$ cat src/hw/rtl/mur_pkg.sv
// Shared types and constants for the serial frame receiver.
package mur_pkg;

	localparam logic [7:0] START_BYTE        = 8'hFE;
	localparam logic [7:0] MAX_PAYLOAD_RESET = 8'd250;
	localparam int unsigned FIFO_DEPTH_DEF   = 4;

	// Configuration register indexes
	localparam logic CFG_MAX_PAYLOAD  = 1'b0;
	localparam logic CFG_HANDLER_MASK = 1'b1;

	typedef enum logic [2:0] {
		PH_HUNT,
		PH_LEN,
		PH_CMD0,
		PH_CMD1,
		PH_DATA,
		PH_CHECK
	} phase_t;

	typedef enum logic [2:0] {
		ST_GOOD       = 3'd0,
		ST_BAD_START  = 3'd1,
		ST_BAD_CHECK  = 3'd2,
		ST_TOO_LONG   = 3'd3,
		ST_NO_HANDLER = 3'd4
	} status_t;

	typedef struct packed {
		logic       kind;
		logic [7:0] payload_byte;
		logic [7:0] payload_index;
		logic [2:0] frame_type;
		logic [4:0] subsystem;
		logic [7:0] command;
		logic [7:0] payload_length;
		status_t    status;
		logic       last;
	} result_t;

endpackage

$ cat src/hw/rtl/mur_core.sv
// Frame parser: phase state machine, header capture, check and report forming.
module mur_core (
	input  logic             clk,
	input  logic             arst_n,
	input  logic             cfg_we,
	input  logic             cfg_index,
	input  logic [31:0]      cfg_data,
	input  logic             valid_s1,
	input  logic [7:0]       byte_s1,
	output logic             res_valid,
	output mur_pkg::result_t res
);
	import mur_pkg::*;

	phase_t      phase_q, phase_d;
	logic [7:0]  max_payload_q;
	logic [31:0] handler_mask_q;
	logic [7:0]  length_q;
	logic [7:0]  cmd0_q;
	logic [7:0]  cmd1_q;
	logic [7:0]  left_q;
	logic [7:0]  chk_q;
	logic [7:0]  left_dec;
	status_t     end_status;

	assign left_dec = left_q - 8'd1;

	always_ff @(posedge clk or negedge arst_n) begin
		if (!arst_n) begin
			max_payload_q  <= MAX_PAYLOAD_RESET;
			handler_mask_q <= '0;
		end else if (cfg_we) begin
			unique case (cfg_index)
				CFG_MAX_PAYLOAD:  max_payload_q  <= cfg_data[7:0];
				CFG_HANDLER_MASK: handler_mask_q <= cfg_data;
				default: ;
			endcase
		end
	end

	// Next phase
	always_comb begin
		phase_d = phase_q;
		unique case (phase_q)
			PH_HUNT:  phase_d = (byte_s1 == START_BYTE) ? PH_LEN : PH_HUNT;
			PH_LEN:   phase_d = PH_CMD0;
			PH_CMD0:  phase_d = PH_CMD1;
			PH_CMD1:  phase_d = (length_q == 8'd0) ? PH_CHECK : PH_DATA;
			PH_DATA:  phase_d = (left_dec == 8'd0) ? PH_CHECK : PH_DATA;
			PH_CHECK: phase_d = PH_HUNT;
			default:  phase_d = PH_HUNT;
		endcase
	end

	always_ff @(posedge clk or negedge arst_n) begin
		if (!arst_n) begin
			phase_q  <= PH_HUNT;
			length_q <= '0;
			cmd0_q   <= '0;
			cmd1_q   <= '0;
			left_q   <= '0;
			chk_q    <= '0;
		end else if (valid_s1) begin
			phase_q <= phase_d;
			case (phase_q)
				PH_LEN: begin
					length_q <= byte_s1;
					chk_q    <= byte_s1;
				end
				PH_CMD0: begin
					cmd0_q <= byte_s1;
					chk_q  <= chk_q ^ byte_s1;
				end
				PH_CMD1: begin
					cmd1_q <= byte_s1;
					chk_q  <= chk_q ^ byte_s1;
					left_q <= length_q;
				end
				PH_DATA: begin
					chk_q  <= chk_q ^ byte_s1;
					left_q <= left_dec;
				end
				default: ;
			endcase
		end
	end

	// Bad check wins over too long, which wins over a missing handler
	always_comb begin
		if (byte_s1 != chk_q)
			end_status = ST_BAD_CHECK;
		else if (length_q > max_payload_q)
			end_status = ST_TOO_LONG;
		else if (!handler_mask_q[cmd0_q[4:0]])
			end_status = ST_NO_HANDLER;
		else
			end_status = ST_GOOD;
	end

	// Result forming
	always_comb begin
		res_valid          = 1'b0;
		res.kind           = 1'b0;
		res.payload_byte   = '0;
		res.payload_index  = '0;
		res.frame_type     = cmd0_q[7:5];
		res.subsystem      = cmd0_q[4:0];
		res.command        = cmd1_q;
		res.payload_length = length_q;
		res.status         = ST_GOOD;
		res.last           = 1'b0;
		unique case (phase_q)
			PH_HUNT: begin
				res_valid          = valid_s1 && (byte_s1 != START_BYTE);
				res.kind           = 1'b1;
				res.last           = 1'b1;
				res.status         = ST_BAD_START;
				res.frame_type     = '0;
				res.subsystem      = '0;
				res.command        = '0;
				res.payload_length = '0;
			end
			PH_DATA: begin
				res_valid         = valid_s1;
				res.payload_byte  = byte_s1;
				res.payload_index = length_q - left_q;
			end
			PH_CHECK: begin
				res_valid  = valid_s1;
				res.kind   = 1'b1;
				res.last   = 1'b1;
				res.status = end_status;
			end
			default: ;
		endcase
	end

endmodule

$ cat src/hw/rtl/mur_fifo.sv
// Small result queue that separates the parser from the output handshake.
module mur_fifo #(
	parameter int unsigned DEPTH = mur_pkg::FIFO_DEPTH_DEF
) (
	input  logic                       clk,
	input  logic                       arst_n,
	input  logic                       push,
	input  mur_pkg::result_t           wr_data,
	input  logic                       pop,
	output mur_pkg::result_t           rd_data,
	output logic                       not_empty,
	output logic [$clog2(DEPTH+1)-1:0] count
);
	import mur_pkg::*;

	localparam int unsigned PW = (DEPTH > 1) ? $clog2(DEPTH) : 1;
	localparam int unsigned CW = $clog2(DEPTH + 1);

	result_t          mem [DEPTH];
	logic [PW-1:0]    wr_ptr_q;
	logic [PW-1:0]    rd_ptr_q;
	logic [CW-1:0]    count_q;

	function automatic logic [PW-1:0] ptr_inc(input logic [PW-1:0] p);
		return (p == PW'(DEPTH - 1)) ? '0 : p + PW'(1);
	endfunction

	always_ff @(posedge clk) begin
		if (push)
			mem[wr_ptr_q] <= wr_data;
	end

	always_ff @(posedge clk or negedge arst_n) begin
		if (!arst_n) begin
			wr_ptr_q <= '0;
			rd_ptr_q <= '0;
			count_q  <= '0;
		end else begin
			if (push)
				wr_ptr_q <= ptr_inc(wr_ptr_q);
			if (pop)
				rd_ptr_q <= ptr_inc(rd_ptr_q);
			if (push && !pop)
				count_q <= count_q + CW'(1);
			else if (pop && !push)
				count_q <= count_q - CW'(1);
		end
	end

	assign rd_data   = mem[rd_ptr_q];
	assign not_empty = (count_q != '0);
	assign count     = count_q;

endmodule

$ cat src/hw/rtl/mt_uart_frame_receiver.sv
// Top level of the serial command frame receiver.
// Takes one received byte per transaction on the slave stream and hunts for the
// 0xFE start byte, then length, two command bytes, payload and check byte. Each
// payload byte leaves as a result with tuser low; the check byte, or a stray
// byte while hunting, yields an end report with tuser and tlast high and a
// status of good, bad start, bad check, too long or no handler. A byte is
// registered on acceptance and parsed in the following cycle, so each result
// passes the input register and the result queue, and the block sustains one
// byte per cycle while the queue has room; a result queue of DEPTH entries (at
// least three) lets input continue while results wait for the downstream side.
module mt_uart_frame_receiver #(
	parameter int unsigned DEPTH = mur_pkg::FIFO_DEPTH_DEF
) (
	input  logic        clk,
	input  logic        arst_n,
	input  logic        cfg_we,
	input  logic        cfg_index,
	input  logic [31:0] cfg_data,
	input  logic        s_tvalid,
	output logic        s_tready,
	input  logic [7:0]  s_tdata,   // [7:0] rx_byte
	output logic        m_tvalid,
	input  logic        m_tready,
	output logic [47:0] m_tdata,   // [7:0] payload_byte, [15:8] payload_index,
	                               // [18:16] frame_type, [23:19] subsystem,
	                               // [31:24] command, [39:32] payload_length,
	                               // [42:40] status, [47:43] zero
	output logic        m_tuser,   // kind
	output logic        m_tlast    // last
);
	import mur_pkg::*;

	localparam int unsigned CW = $clog2(DEPTH + 1);

	logic          valid_s1;
	logic [7:0]    byte_s1;
	logic          res_valid;
	result_t       res;
	result_t       head;
	logic          not_empty;
	logic [CW-1:0] count;
	logic [CW:0]   occupancy;

	// Leave room for the byte in flight and the one about to be taken
	assign occupancy = {1'b0, count} + {{CW{1'b0}}, valid_s1};
	assign s_tready  = (occupancy < (CW + 1)'(DEPTH));

	always_ff @(posedge clk or negedge arst_n) begin
		if (!arst_n)
			valid_s1 <= 1'b0;
		else
			valid_s1 <= s_tvalid && s_tready;
	end

	always_ff @(posedge clk) begin
		if (s_tvalid && s_tready)
			byte_s1 <= s_tdata;
	end

	mur_core u_core (
		.clk       (clk),
		.arst_n    (arst_n),
		.cfg_we    (cfg_we),
		.cfg_index (cfg_index),
		.cfg_data  (cfg_data),
		.valid_s1  (valid_s1),
		.byte_s1   (byte_s1),
		.res_valid (res_valid),
		.res       (res)
	);

	mur_fifo #(
		.DEPTH (DEPTH)
	) u_fifo (
		.clk       (clk),
		.arst_n    (arst_n),
		.push      (res_valid),
		.wr_data   (res),
		.pop       (m_tvalid && m_tready),
		.rd_data   (head),
		.not_empty (not_empty),
		.count     (count)
	);

	assign m_tvalid = not_empty;
	assign m_tuser  = head.kind;
	assign m_tlast  = head.last;
	assign m_tdata  = {5'b0, head.status, head.payload_length, head.command,
	                   head.subsystem, head.frame_type, head.payload_index,
	                   head.payload_byte};

	a_no_overflow: assert property (@(posedge clk) disable iff (!arst_n)
		res_valid |-> (count < CW'(DEPTH)) || (m_tvalid && m_tready))
		else $error("result queue overflow");

	a_count_bound: assert property (@(posedge clk) disable iff (!arst_n)
		occupancy <= (CW + 1)'(DEPTH))
		else $error("queue occupancy beyond depth");

	a_report_last: assert property (@(posedge clk) disable iff (!arst_n)
		m_tvalid |-> (m_tlast == m_tuser))
		else $error("tlast and kind disagree");

	a_payload_status: assert property (@(posedge clk) disable iff (!arst_n)
		(m_tvalid && !m_tuser) |-> (m_tdata[42:40] == ST_GOOD))
		else $error("payload result with nonzero status");

endmodule

$ cat config.mk
export PLATFORM = sky130hd
export DESIGN_NAME = mt_uart_frame_receiver
export DESIGN_NICKNAME = d
export VERILOG_FILES = /design/src/hw/rtl/mur_pkg.sv /design/src/hw/rtl/mur_core.sv /design/src/hw/rtl/mur_fifo.sv /design/src/hw/rtl/mt_uart_frame_receiver.sv
export SDC_FILE = /design/constraint.sdc
export NUM_CORES = 1
export LEC_CHECK = 0
export BUFFER_PORTS_ARGS = -buffer_cell sky130_fd_sc_hd__buf_4
export CAP_MARGIN = 20
export CORE_ASPECT_RATIO = 1.5
export CORE_MARGIN = 2
export CORE_UTILIZATION = 60
export CTS_BUF_LIST = sky130_fd_sc_hd__clkbuf_16
export CTS_CLUSTER_DIAMETER = 120
export CTS_CLUSTER_SIZE = 30
export DETAILED_ROUTE_END_ITERATION = 8
export GPL_TIMING_DRIVEN = 0
export HOLD_SLACK_MARGIN = 0.02
export PLACE_DENSITY_LB_ADDON = 0.2
export SLEW_MARGIN = 20
export SYNTH_ARGS = -nofsm -noshare
export SYNTH_HDL_FRONTEND = slang
export SYNTH_SLANG_ARGS = --single-unit
$ cat constraint.sdc
create_clock -name clk -period 3.2 [get_ports clk]
set_input_delay 0.32 -clock clk [delete_from_list [all_inputs] [get_ports clk]]
set_output_delay 0.32 -clock clk [all_outputs]
set_load 0.03 [all_outputs]
==> flow_summary.yaml, run 1 <==
timing:
  tightestPinTransition_ps: 825
  whs_ps: 57.6
  grt_setup_unrepaired: "no"
  slew_violations: 0
  post-route-period-util: 0.899
  period_minus_slack_ps: 2880
  fin_skew_ps: 33.6
  setup_viol: 0
  hold_viol_final: 0
  fmax_mhz: 348
  slew-limit-headroom: 0.450
setup_path:
  crit_fanout: 10
  crit_top_cell: "clkbuf_1"
  critPathTopFamily: "buffers and inverters"
  startpoint_type: "flip-flop"
  rr_startpoint: "byte_s1[1]"
  endpoint_kind: "output pin"
  crit_buf_inv: 3
  cpPeakStageDelay_ps: 610
  critPathArrivalTime_ps: 2560
  startpoint: "u_fifo.rd_ptr_q[1]"
  slowest_stage: "clkbuf_1"
  path_cells: "clkbuf_1 > clkbuf_1 > mux4_2 > buf_4"
  critPathKind: "flip-flop to output pin"
  required_ps: 2880
clock_network:
  cts-htree-levels: 1
  cts_root_buffer: "clkbuf_16"
  cts_buffers: 13
  clk_pin_slew_worst_paths_ps: 110
  cts.sinks: 275
  cts_tree: "done"
  clock_insertion_delay_worst_skew_ps: 480
  clockBufferDepth: 3
  cts_resized: 0
cells_and_area:
  fin_nets: 905
  syn2layout_area_growth_pct: 13.0
  final_core_util: 0.690
  final_cell_mix: "edfxtp_1 (184), buf_4 (98), dfrtp_1 (85)"
  drive_gt1_frac: 0.303
  mostFrequentLayoutCell: "edfxtp_1"
  antennaDiodeCount: 0
  n_fill_cell: 1282
  layoutNonFillerInstCount: 1097
logic_synthesis:
  synth_top_family_by_area: "multiplexers"
  async_flop_share: 0.331
  ys.flop_type: "edfxtp_1"
  synthXorXnorAreaFrac: 0.0165
  synth.mux.area_fraction: 0.159
  yosysUniqueCellTypes: 56
  yosys.area_share.simple: 0.0663
  synth_cells: 714
  synth_warnings: 0
  syn_avg_cell_area_um2: 16.4
  synth-edff-count: 184
  synth-adder-area-share: 0.0280
  ys_ff_latch: 275
  ys_seq_area_frac: 0.668
  syn_area_um2: 11700
  synth_compound_area_frac: 0.0379
power_and_ir_drop:
  swShare: 0.361
  p_leak_uw: 0.00490
  clkPwrFrac: 0.155
  pwr-share-comb: 0.409
  p_sw_uw: 4250
  ir_worst_vdd_uv: 635
  internal_power_uw: 7510
  p_seq_frac: 0.436
  powerDensity_nw_per_um2: 890
drt:
  drc_errors: 0
  detail-route-antenna-nets: 0
  wl_um: 23000
  drtPass1Iterations: 5
  via_per_inst: 5.90
  via_count: 6472
  wl_per_cell_um: 21.0
  drt-initial-drc-count: 480
global_route:
  grt_usage: 0.232
  grt_overflow: 0
  grt_pass1_vias: 6890
  grt_pass1_wl_um: 37200
  grt_max_degree: 92
  antenna_found_initial: 0
status:
  status: "finished, final reports clean"
floorplan:
  rows: 62
  core-area_um2: 19200
  chipHeight_um: 175
  start_util: 0.610
  io_pins: 98
  die_x_um: 118
  floorplan.die_area_um2: 20600
hold_path:
  hp-start: "cfg_data[4]"
  hp-class: "input port to flip-flop"
placement:
  io_buffer_count: 92
  dp.cells: 1066
  post-dp-hpwl_um: 15600
  gp_congestion: 0.845
job:
  drv_cap: 0
-- Yosys cell counts (all sizes together) (6+ instances only) --
| cell | number | share of area |
|---|---|---|
| edfxtp | 184 | 0.47 |
| dfrtp | 85 | 0.18 |
| mux2 | 61 | 0.059 |
| mux4 | 52 | 0.10 |
| and2 | 38 | 0.020 |
| nand2 | 34 | 0.011 |
| buf | 24 | 0.012 |
| o21ai | 24 | 0.010 |
| ha | 23 | 0.025 |
| inv | 23 | 0.0074 |
| nor2 | 18 | 0.0060 |
| a21oi | 17 | 0.0073 |
| clkbuf | 15 | 0.0048 |
| xnor2 | 12 | 0.0090 |
| nor3 | 10 | 0.0043 |
| xor2 | 10 | 0.0075 |
| nand3 | 8 | 0.0034 |
| nor2b | 8 | 0.0043 |
| a31oi | 7 | 0.0037 |
| dfstp | 6 | 0.013 |
-- power groups by stage --
stage / combinational, uW / clock, uW / sequential [uW]
2_1_floorplan: 3490 / 0 / 4990
3_3_place_gp: 4630 / 0 / 5160
3_5_place_dp: 4820 / 0 / 5200
4_1_cts: 4840 / 1880 / 5120
5_1_grt: 5200 / 2000 / 5190
6_report: 4800 / 1830 / 5130
-- tightest hold or removal path, cell delays in order --
cell     delay [ps]
buf_4            80
nand2_1          40
o21ai_0          70
-- worst paths after layout --
kind | end | depth (start not counted) | slack, ps
max in group asynchronous | u_core.handler_mask_q[4] | 2 | 2150
worst min-delay path | u_core.max_payload_q[4] | 3 | 60
worst max register to register | u_fifo.count[2] | 11 | 540
worst min register to register | u_fifo.count[2] | 1 | 490
min in group asynchronous | u_core.handler_mask_q[27] | 2 | 450
worst max-delay path | m_tdata[16] | 4 | 320
-- per-stage QoR --
step | cell area [um2] | total power (uW) | TNS (ps) | setup slack, ps
3_5_place_dp | 12700 | 10000 | 0 | 557
3_3_place_gp | 12700 | 9780 | -74670 | -439
6_report | 13200 | 11800 | 0 | 324
2_1_floorplan | 11700 | 8480 | 0 | 614
5_1_grt | 13200 | 12400 | 0 | 177
4_1_cts | 13200 | 11800 | 0 | 245
-- routing by layer --
metal  vias up  track usage  wire length, um
li1       2936            -                -
met1      3282        0.290             8820
met2       206        0.428            12600
met3        48       0.0235              919
met4         0       0.0718              648
met5         -            0                0
-- what timing repair did --
action / 4_1_cts / 5_1_grt
hold buffers: 8 / 1
setup buffers: 0 / 0
hold endpoints to repair: 8 / 80
-- kinds of logic after synthesis --
kind of cell / count (synthesis)
DFF: 275
and+or+nand+nor: 143
muxes: 113
AOI/OAI and AO/OA: 73
buffers and inverters: 62
adders and majority gates: 25
xor gates and xnor gates: 22
other: 1
-- cell type report --
cell class / count / area, um2 / share of cell area
repair buffers: 101 / 785 / 0.0594
clock buffers: 13 / 325 / 0.0246
flip-flops and latches: 275 / 7810 / 0.591
plain buffers: 39 / 195 / 0.0148
inverters: 23 / 86.3 / 0.00653
multi-input cells: 381 / 3630 / 0.274
clock inverters: 9 / 65.1 / 0.00492
well taps: 256 / 320 / 0.0242
-- flip-flops by register name, summed over array words and instances, names as in the netlist --
name	count
u_fifo.mem	176
u_core.handler_mask_q	32
byte_s1	8
u_core.chk_q	8
u_core.cmd0_q	8
u_core.cmd1_q	8
u_core.left_q	8
u_core.length_q	8
u_core.max_payload_q	8
u_core.phase_q	3
u_fifo.count	3
u_fifo.rd_ptr_q	2
u_fifo.wr_ptr_q	2
valid_s1	1
Note: power is estimated with default switching activity, not from simulation.
==> inputs of run 2 (changes only) <==
- CORE_ASPECT_RATIO: 1.5 -> 0.8
==> flow_summary.yaml, run 2 (same netlist as run 1, synthesis figures left out) <==
cells_and_area:
  n_fill_cell: 1272
  drive_gt1_frac: 0.303
  syn2layout_area_growth_pct: 13.0
  final_core_util: 0.694
  top_regs: "u_fifo.mem (176), u_core.handler_mask_q (32)"
  fin_nets: 905
  mostFrequentLayoutCell: "edfxtp_1"
  largest_reg_flops: 176
  antennaDiodeCount: 0
  regMostFlops: "u_fifo.mem"
  final_cell_mix: "edfxtp_1 (184), buf_4 (98), dfrtp_1 (85)"
  layoutNonFillerInstCount: 1099
floorplan:
  chipHeight_um: 129
  die_x_um: 160
  floorplan.die_area_um2: 20600
  core-area_um2: 19000
  start_util: 0.614
  rows: 45
  io_pins: 98
placement:
  gp_congestion: 0.857
  post-dp-hpwl_um: 15100
  io_buffer_count: 92
  dp.cells: 1068
hold_path:
  whs_path_depth: 3
  hp-start: "cfg_data[5]"
  hp-class: "input port to flip-flop"
  worstHoldEndpoint: "u_core.max_payload_q[5]"
global_route:
  grt_pass1_wl_um: 36800
  antenna_found_initial: 0
  grt_max_degree: 92
  grt_overflow: 0
  grt_pass1_vias: 6816
  grt_usage: 0.230
clock_network:
  clock_insertion_delay_worst_skew_ps: 500
  clk_pin_slew_worst_paths_ps: 110
  cts_resized: 0
  cts.sinks: 275
  cts_hold_buf: 8
  post_cts_buffers: 0
  cts_root_buffer: "clkbuf_16"
  cts-htree-levels: 1
  cts_tree: "done"
  clockBufferDepth: 3
  cts_buffers: 13
timing:
  setup_viol: 0
  hold_viol_final: 0
  fin_skew_ps: 41.1
  whs_ps: 45.4
  fmax_mhz: 346
  period_minus_slack_ps: 2890
  tightestPinTransition_ps: 867
  post-route-period-util: 0.904
  grt_setup_unrepaired: "no"
  slew_violations: 0
  slew-limit-headroom: 0.422
setup_path:
  startpoint_type: "flip-flop"
  crit_fanout: 10
  rr_startpoint: "u_core.length_q[1]"
  endpoint_kind: "output pin"
  worst-r2r-setup-slack_ps: 560
  ff2ff_path_depth: 6
  r2r-end: "u_fifo.mem[3][35]"
  critPathKind: "flip-flop to output pin"
  critPathArrivalTime_ps: 2570
  required_ps: 2880
drt:
  drt-initial-drc-count: 559
  drc_errors: 0
  via_count: 6542
  wl_um: 22800
  drtPass1Iterations: 7
  detail-route-antenna-nets: 0
  via_per_inst: 5.95
  wl_per_cell_um: 20.7
power_and_ir_drop:
  totalPowerFinal_uw: 11800
  ir_worst_vdd_uv: 434
  powerDensity_nw_per_um2: 891
  p_leak_uw: 0.00490
status:
  status: "finished, final reports clean"
job:
  drv_cap: 0
## run 2: layout make-up
type | count | area, um2 | area share
clock buffer | 13 | 325 | 0.0246
tap | 258 | 323 | 0.0244
buffer | 39 | 195 | 0.0148
clock inverter | 9 | 65.1 | 0.00492
multi-input combinational | 381 | 3630 | 0.274
sequential | 275 | 7810 | 0.591
inverter | 23 | 86.3 | 0.00653
timing repair buffer | 101 | 785 | 0.0594
## run 2: how the worst max path moves through the flow
stage | depth (start not counted) | from | end
floorplan | 7 | byte_s1[6] | u_fifo.mem[0][0]
global placement | 6 | byte_s1[1] | u_fifo.mem[0][39]
detailed placement | 11 | byte_s1[1] | u_fifo.count[2]
CTS | 4 | u_fifo.rd_ptr_q[1] | m_tdata[17]
global route | 4 | u_fifo.rd_ptr_q[1] | m_tdata[14]
finish | 4 | u_fifo.rd_ptr_q[1] | m_tdata[16]
## run 2: stage by stage
stage	worst slack (ps)	cell area [um2]	setup TNS [ps]
floorplan	614	11700	0
global placement	-544	12700	-93210
detailed placement	650	12700	0
CTS	299	13200	0
global route	213	13200	0
finish	308	13200	0
## run 2: critical path: stages (launching register included)
cell	delay [ps]
dfrtp_1	370
clkbuf_1	460
clkbuf_1	630
mux4_2	420
buf_4	190
## run 2: routing by layer
| layer | global-route usage | wire [um] |
|---|---|---|
| met2 | 0.385 | 11200 |
| met1 | 0.337 | 9840 |
| met3 | 0.0261 | 1340 |
| met4 | 0.0498 | 374 |
| met5 | 0 | 0 |
## run 2: where the power goes
part	leakage [uW]	switching (uW)	total, uW	internal, uW
logic	0.00193	2690	4780	2090
registers	0.00275	496	5130	4640
clock network	0.000213	1080	1850	776
